### src/design/rpc_pkg.sv
// shared types and constants for the range to prefix cover unit
`default_nettype none

package rpc_pkg;

	localparam int unsigned FIELD_W  = 32;
	localparam int unsigned PREFIX_W = 6;
	localparam int unsigned INDEX_W  = 6;
	localparam int unsigned MAX_NETS = 62;

	typedef enum logic [0:0] {
		ST_IDLE,
		ST_RUN
	} state_t;

	typedef struct packed {
		logic load;
		logic step;
	} ctrl_cmd_t;

	typedef struct packed {
		logic final_net;
	} dp_status_t;

endpackage

`default_nettype wire

### src/design/range_to_prefix_cover_unit.sv
// top level: splits an address range into its minimal list of prefix networks
`default_nettype none

// A range is taken when start is high and busy is low; reversed bounds are swapped
// and both bounds are cut to ADDR_BITS bits. The cover then comes out one network
// per cycle in ascending order, each shown for a single cycle with result_valid, the
// final one marked by is_last; the receiver cannot stall, so it must take every
// strobe. After the load cycle busy stays high while the item's networks are stepped
// out by the size/advance loop in the datapath, which retires one network per cycle.
// The next range may start while the last network of the previous one is shown.
module range_to_prefix_cover_unit #(
	parameter int unsigned ADDR_BITS = 32
) (
	input  wire logic                          clk,
	input  wire logic                          arst_n,
	input  wire logic                          start,
	output logic                               busy,
	input  wire logic [rpc_pkg::FIELD_W-1:0]   range_low,
	input  wire logic [rpc_pkg::FIELD_W-1:0]   range_high,
	output logic                               result_valid,
	output logic [rpc_pkg::FIELD_W-1:0]        net_base,
	output logic [rpc_pkg::PREFIX_W-1:0]       prefix_length,
	output logic [rpc_pkg::INDEX_W-1:0]        net_index,
	output logic                               is_last
);

	rpc_pkg::ctrl_cmd_t  cmd;
	rpc_pkg::dp_status_t status;

	rpc_ctrl u_ctrl (
		.clk    (clk),
		.arst_n (arst_n),
		.start  (start),
		.status (status),
		.cmd    (cmd),
		.busy   (busy)
	);

	rpc_datapath #(
		.ADDR_BITS (ADDR_BITS)
	) u_dp (
		.clk           (clk),
		.arst_n        (arst_n),
		.cmd           (cmd),
		.range_low     (range_low),
		.range_high    (range_high),
		.status        (status),
		.result_valid  (result_valid),
		.net_base      (net_base),
		.prefix_length (prefix_length),
		.net_index     (net_index),
		.is_last       (is_last)
	);

endmodule

`default_nettype wire

### src/design/rpc_ctrl.sv
// controller state machine: sequences load and per-network steps
`default_nettype none

module rpc_ctrl (
	input  wire logic               clk,
	input  wire logic               arst_n,
	input  wire logic               start,
	input  wire rpc_pkg::dp_status_t status,
	output rpc_pkg::ctrl_cmd_t      cmd,
	output logic                    busy
);

	rpc_pkg::state_t state_q;
	rpc_pkg::state_t state_d;

	always_ff @(posedge clk or negedge arst_n) begin
		if (!arst_n) begin
			state_q <= rpc_pkg::ST_IDLE;
		end else begin
			state_q <= state_d;
		end
	end

	always_comb begin
		state_d   = state_q;
		cmd.load  = 1'b0;
		cmd.step  = 1'b0;
		busy      = 1'b0;
		unique case (state_q)
			rpc_pkg::ST_IDLE: begin
				if (start) begin
					cmd.load = 1'b1;
					state_d  = rpc_pkg::ST_RUN;
				end
			end
			rpc_pkg::ST_RUN: begin
				busy     = 1'b1;
				cmd.step = 1'b1;
				if (status.final_net) begin
					state_d = rpc_pkg::ST_IDLE;
				end
			end
			default: begin
				state_d = rpc_pkg::ST_IDLE;
			end
		endcase
	end

endmodule

`default_nettype wire

### src/design/rpc_datapath.sv
// datapath: current low address, remaining span, network sizing and result registers
`default_nettype none

module rpc_datapath #(
	parameter int unsigned ADDR_BITS = 32
) (
	input  wire logic                             clk,
	input  wire logic                             arst_n,
	input  wire rpc_pkg::ctrl_cmd_t               cmd,
	input  wire logic [rpc_pkg::FIELD_W-1:0]      range_low,
	input  wire logic [rpc_pkg::FIELD_W-1:0]      range_high,
	output rpc_pkg::dp_status_t                   status,
	output logic                                  result_valid,
	output logic [rpc_pkg::FIELD_W-1:0]           net_base,
	output logic [rpc_pkg::PREFIX_W-1:0]          prefix_length,
	output logic [rpc_pkg::INDEX_W-1:0]           net_index,
	output logic                                  is_last
);

	localparam int unsigned SW = $clog2(ADDR_BITS + 1);

	logic [ADDR_BITS-1:0]      low_q;
	logic [ADDR_BITS:0]        rem_q;
	logic [rpc_pkg::INDEX_W-1:0] idx_q;

	logic [ADDR_BITS-1:0]      lo_in;
	logic [ADDR_BITS-1:0]      hi_in;
	logic [ADDR_BITS-1:0]      lo_sw;
	logic [ADDR_BITS-1:0]      hi_sw;
	logic [SW-1:0]             span_log;
	logic [SW-1:0]             tz_low;
	logic [SW-1:0]             s;
	logic [ADDR_BITS:0]        size;
	logic [ADDR_BITS:0]        rem_next;
	logic [ADDR_BITS:0]        low_next;
	logic                      done_net;
	logic                      result_valid_q;
	logic [rpc_pkg::FIELD_W-1:0]  base_q;
	logic [rpc_pkg::PREFIX_W-1:0] prefix_q;
	logic [rpc_pkg::INDEX_W-1:0]  index_q;
	logic                         last_q;

	// index of the highest set bit of a nonzero span
	function automatic logic [SW-1:0] msb_index(input logic [ADDR_BITS:0] v);
		logic [SW-1:0] k;
		k = '0;
		for (int i = 0; i <= ADDR_BITS; i++) begin
			if (v[i]) begin
				k = SW'(i);
			end
		end
		return k;
	endfunction

	// trailing zeros, ADDR_BITS for a zero address
	function automatic logic [SW-1:0] trail_zeros(input logic [ADDR_BITS-1:0] v);
		logic [SW-1:0] n;
		n = SW'(ADDR_BITS);
		for (int i = ADDR_BITS - 1; i >= 0; i--) begin
			if (v[i]) begin
				n = SW'(i);
			end
		end
		return n;
	endfunction

	assign lo_in = range_low[ADDR_BITS-1:0];
	assign hi_in = range_high[ADDR_BITS-1:0];
	assign lo_sw = (hi_in < lo_in) ? hi_in : lo_in;
	assign hi_sw = (hi_in < lo_in) ? lo_in : hi_in;

	assign span_log = msb_index(rem_q);
	assign tz_low   = trail_zeros(low_q);
	assign s        = (tz_low < span_log) ? tz_low : span_log;
	assign size     = (ADDR_BITS + 1)'(1) << s;
	assign rem_next = rem_q - size;
	assign low_next = {1'b0, low_q} + size;

	// network reaches high exactly when it eats the whole remaining span
	assign done_net = (rem_next == '0);
	assign status.final_net = done_net || (idx_q == rpc_pkg::INDEX_W'(rpc_pkg::MAX_NETS - 1));

	always_ff @(posedge clk) begin
		if (cmd.load) begin
			low_q <= lo_sw;
			rem_q <= {1'b0, hi_sw} - {1'b0, lo_sw} + (ADDR_BITS + 1)'(1);
			idx_q <= '0;
		end else if (cmd.step) begin
			low_q <= low_next[ADDR_BITS-1:0];
			rem_q <= rem_next;
			idx_q <= idx_q + rpc_pkg::INDEX_W'(1);
		end
	end

	always_ff @(posedge clk) begin
		if (cmd.step) begin
			base_q   <= rpc_pkg::FIELD_W'(low_q);
			prefix_q <= rpc_pkg::PREFIX_W'(ADDR_BITS) - rpc_pkg::PREFIX_W'(s);
			index_q  <= idx_q;
			last_q   <= done_net;
		end
	end

	always_ff @(posedge clk or negedge arst_n) begin
		if (!arst_n) begin
			result_valid_q <= 1'b0;
		end else begin
			result_valid_q <= cmd.step;
		end
	end

	assign result_valid  = result_valid_q;
	assign net_base      = base_q;
	assign prefix_length = prefix_q;
	assign net_index     = index_q;
	assign is_last       = last_q;

endmodule

`default_nettype wire

### config.mk
export PLATFORM = sky130hd
export DESIGN_NAME = range_to_prefix_cover_unit
export DESIGN_NICKNAME = d
export VERILOG_FILES = /design/src/design/rpc_pkg.sv /design/src/design/range_to_prefix_cover_unit.sv /design/src/design/rpc_ctrl.sv /design/src/design/rpc_datapath.sv
export SDC_FILE = /design/constraint.sdc
export NUM_CORES = 1
export LEC_CHECK = 0
export BUFFER_PORTS_ARGS = -buffer_cell sky130_fd_sc_hd__buf_2
export CORE_UTILIZATION = 30
export DETAILED_ROUTE_END_ITERATION = 7
export PLACE_DENSITY = 0.56
export SYNTH_ARGS = -nofsm -noshare
export SYNTH_HDL_FRONTEND = slang
export SYNTH_HIERARCHICAL = 1
export SYNTH_SLANG_ARGS = --single-unit
### constraint.sdc
create_clock -name clk -period 7.11 [get_ports clk]
set_input_delay 1.422 -clock clk [delete_from_list [all_inputs] [get_ports clk]]
set_output_delay 1.422 -clock clk [all_outputs]
set_load 0.03 [all_outputs]
==> reports/summary.txt <==
die height: 206 um
CTS root buf: clkbuf_16
fraction of registers with async set/reset: 1.69%
CTS Hold Buffers Added: 0
layout cells sized above 1: 23.4%
data required time of the worst path: 7.39 ns
Power Density: 502 mW/mm2
Worst setup EP type: flop
CTS buffer count: 17
pin count of the biggest net entering global routing: 71
DR vias: 12.3k
worst setup path class: flop to flop
gpl congestion: 0.943
Max Freq: 145 MHz
Iter 0 DRT Violations: 894
CP Launch Type: flop
worst slew pin tran: 1.13 ns
GRT overflow: 0
post-layout min period: 6.92 ns
max cap viols: 0
area of the multi-input gates: 0.00874 mm2
Pleak: 0.00716 uW
CP arrival: 7.20 ns
Setup WS pre-CTS: -0.663 ns
Core ar.: 0.0408 mm2
CTS tree: done
vias per inst: 5.31
peak supply drop: 190 uV
crit path max fanout: 4
Max stage delay on crit path: 0.53 ns
Slew HR: 24.3%
post-synth net total: 1,702
Seq/Total Area, Yosys: 27.9%
nets@finish: 1,981
IO Pins: 114
Routed Antenna Nets: 0
Setup-failing EPs final: 0
Post-Syn Area: 0.0124 mm2
Hold Vio Cnt, Final: 0
drt pass-1 iters: 5
period utilization: 97.3%
total wire length: 42,100 um
Setup WS post-layout: 0.190 ns
CTS Sinks: 118
CP max-delay cell: a2111o_1
CTS H-tree lvls: 4
HP Class: flop to flop
Final Non-Filler Cells: 2,318
Unique masters post-synth: 85
Synth Area per Inst: 8.33 um2
synthesis-to-layout area growth: 27.2%
Mapped Cells: 1,493
clock tree buffer depth: 2
I/O Buffers: 113
DRC: 0
FF/Latch Area: 0.00347 mm2
synth warn: 6
GRT Total Usage: 19.8%
Placement Rows: 74
dpl cells: 2,277
worst-skew pair later-pin latency: 0.42 ns
Initial Utilization: 30.5%
FILL cells: 4,158
Finished Cell Area: 0.0158 mm2
antenna violations before repair: 4
die area: 0.0423 mm2
Final Max Tran Viols: 0
clk slew on worst S/H paths: 0.06 ns
RSZ-0062 raised after global routing: yes
run status: completed
Fin Hold WS: 0.489 ns
CP most frequent cell: ha_4
Post-synth EDFFs: 110
first-pass GRT wire length: 64,400 um
DP HPWL: 34,800 um
drt wl/cell: 18.1 um
width of the die: 206 um
Layout Utilization: 38.7%
#FFs+latches synth: 118
most frequent cells in the layout: buf_4, nand2_1, ha_1
vias in the first global route: 11.6k
Setup Skew: 0.0148 ns
placed instance area: 0.0149 mm2
commonest non-fill, non-tap cell in the layout: buf_4
Post-synth top flop: edfxtp_1
-- cell families (layout without fill, tap and decap cells) --
| family | after synthesis | after routing | share of synthesized area [%] |
|---|---|---|---|
| other cells | 0 | 1 | 0 |
| mux | 30 | 30 | 2.60 |
| xor+xnor | 75 | 75 | 5.46 |
| fa+ha+maj | 142 | 142 | 14.5 |
| flops | 118 | 118 | 27.9 |
| buf+inv | 137 | 429 | 4.20 |
| simple gates | 529 | 529 | 20.9 |
| compound gates | 462 | 462 | 24.4 |
-- per-stage QoR --
step / power, uW / setup TNS [ns]
global route: 8530 / -0.583
detailed placement: 6690 / -2.66
finish: 7940 / 0
global placement: 6670 / -1.82
floorplan: 4660 / 0
CTS: 7660 / 0
-- synthesized netlist by cell type (all sizes together), types with 18 or more instances --
cell type  instances  area, um2
a211oi            19        148
a21o              52        390
a21oi            121        609
and3              19        119
clkbuf            31        116
edfxtp           110       3300
ha               139       1740
inv               99        372
nand2            165        619
nand2b            18        120
nand3             33        165
nor2             129        487
nor2b             23        144
nor3              21        105
nor4              22        138
o21a              30        225
o21ai            115        579
or3               37        231
xnor2             52        463
xor2              22        193
-- worst paths after layout --
check,cells after the start,start,to,slack (ns)
worst max register to register,32,u_dp/low_q[30]$_DFFE_PP_,u_dp/is_last$_DFFE_PP_,0.19
worst max-delay path,32,u_dp/low_q[30]$_DFFE_PP_,u_dp/is_last$_DFFE_PP_,0.19
min in group asynchronous,1,arst_n,u_dp/result_valid$_DFF_PN0_,0.79
max in group asynchronous,1,arst_n,u_ctrl/state_q$_DFF_PN0_,6.20
worst min register to register,0,u_dp/idx_q[4]$_SDFFE_PP0P_,u_dp/net_index[4]$_DFFE_PP_,0.49
worst min-delay path,0,u_dp/idx_q[4]$_SDFFE_PP0P_,u_dp/net_index[4]$_DFFE_PP_,0.49
-- cell type report --
type                       instances  area share [%]
multi-input combinational       1238            55.2
sequential                       118            22.0
timing repair buffer             298            12.4
tap                              532            4.21
clock buffer                      17            2.69
inverter                          99            2.35
clock inverter                    15            1.16
antenna                            1          0.0158
-- flip-flops by register name, summed over array words and instances, names as in the netlist --
register,cells
u_dp/idx_q,6
u_dp/net_index,6
u_dp/rem_q,33
u_dp/net_base,32
u_ctrl/state_q,1
u_dp/low_q,32
u_dp/prefix_length,6
u_dp/result_valid,1
u_dp/is_last,1
-- where the power goes --
| group | internal (uW) | switching [uW] | total [uW] | leakage (uW) |
|---|---|---|---|---|
| clock | 532 | 375 | 907 | 0.000292 |
| sequential | 1320 | 265 | 1590 | 0.00122 |
| combinational | 2380 | 3070 | 5440 | 0.00565 |
| total | 4230 | 3710 | 7940 | 0.00716 |
-- metal layers --
layer / GRT usage [%] / routed length (um) / vias up
li1: - / - / 6123
met1: 29.1 / 20400 / 5740
met2: 28.6 / 17200 / 410
met3: 4.48 / 3570 / 41
met4: 5.63 / 825 / 0
met5: 0 / 0 / -
-- what timing repair did --
action,in CTS,in global routing
endpoints found under the setup margin,5,18
setup buffers,3,5
gates resized for setup,7,49
pin swaps,1,32
hold endpoints to repair,0,0
-- critical path: cells and delay by family, from the launching register on --
kind                     cells  cell delay (ns)
AO/OA/AOI/OAI               14             3.28
XOR/XNOR                     1             0.18
adder cells (fa/ha/maj)      5             1.15
buffers and inverters        2             0.19
flip-flops                   1             0.38
AND/OR/NAND/NOR             10             1.57
Power figures use the tool's default switching activity.
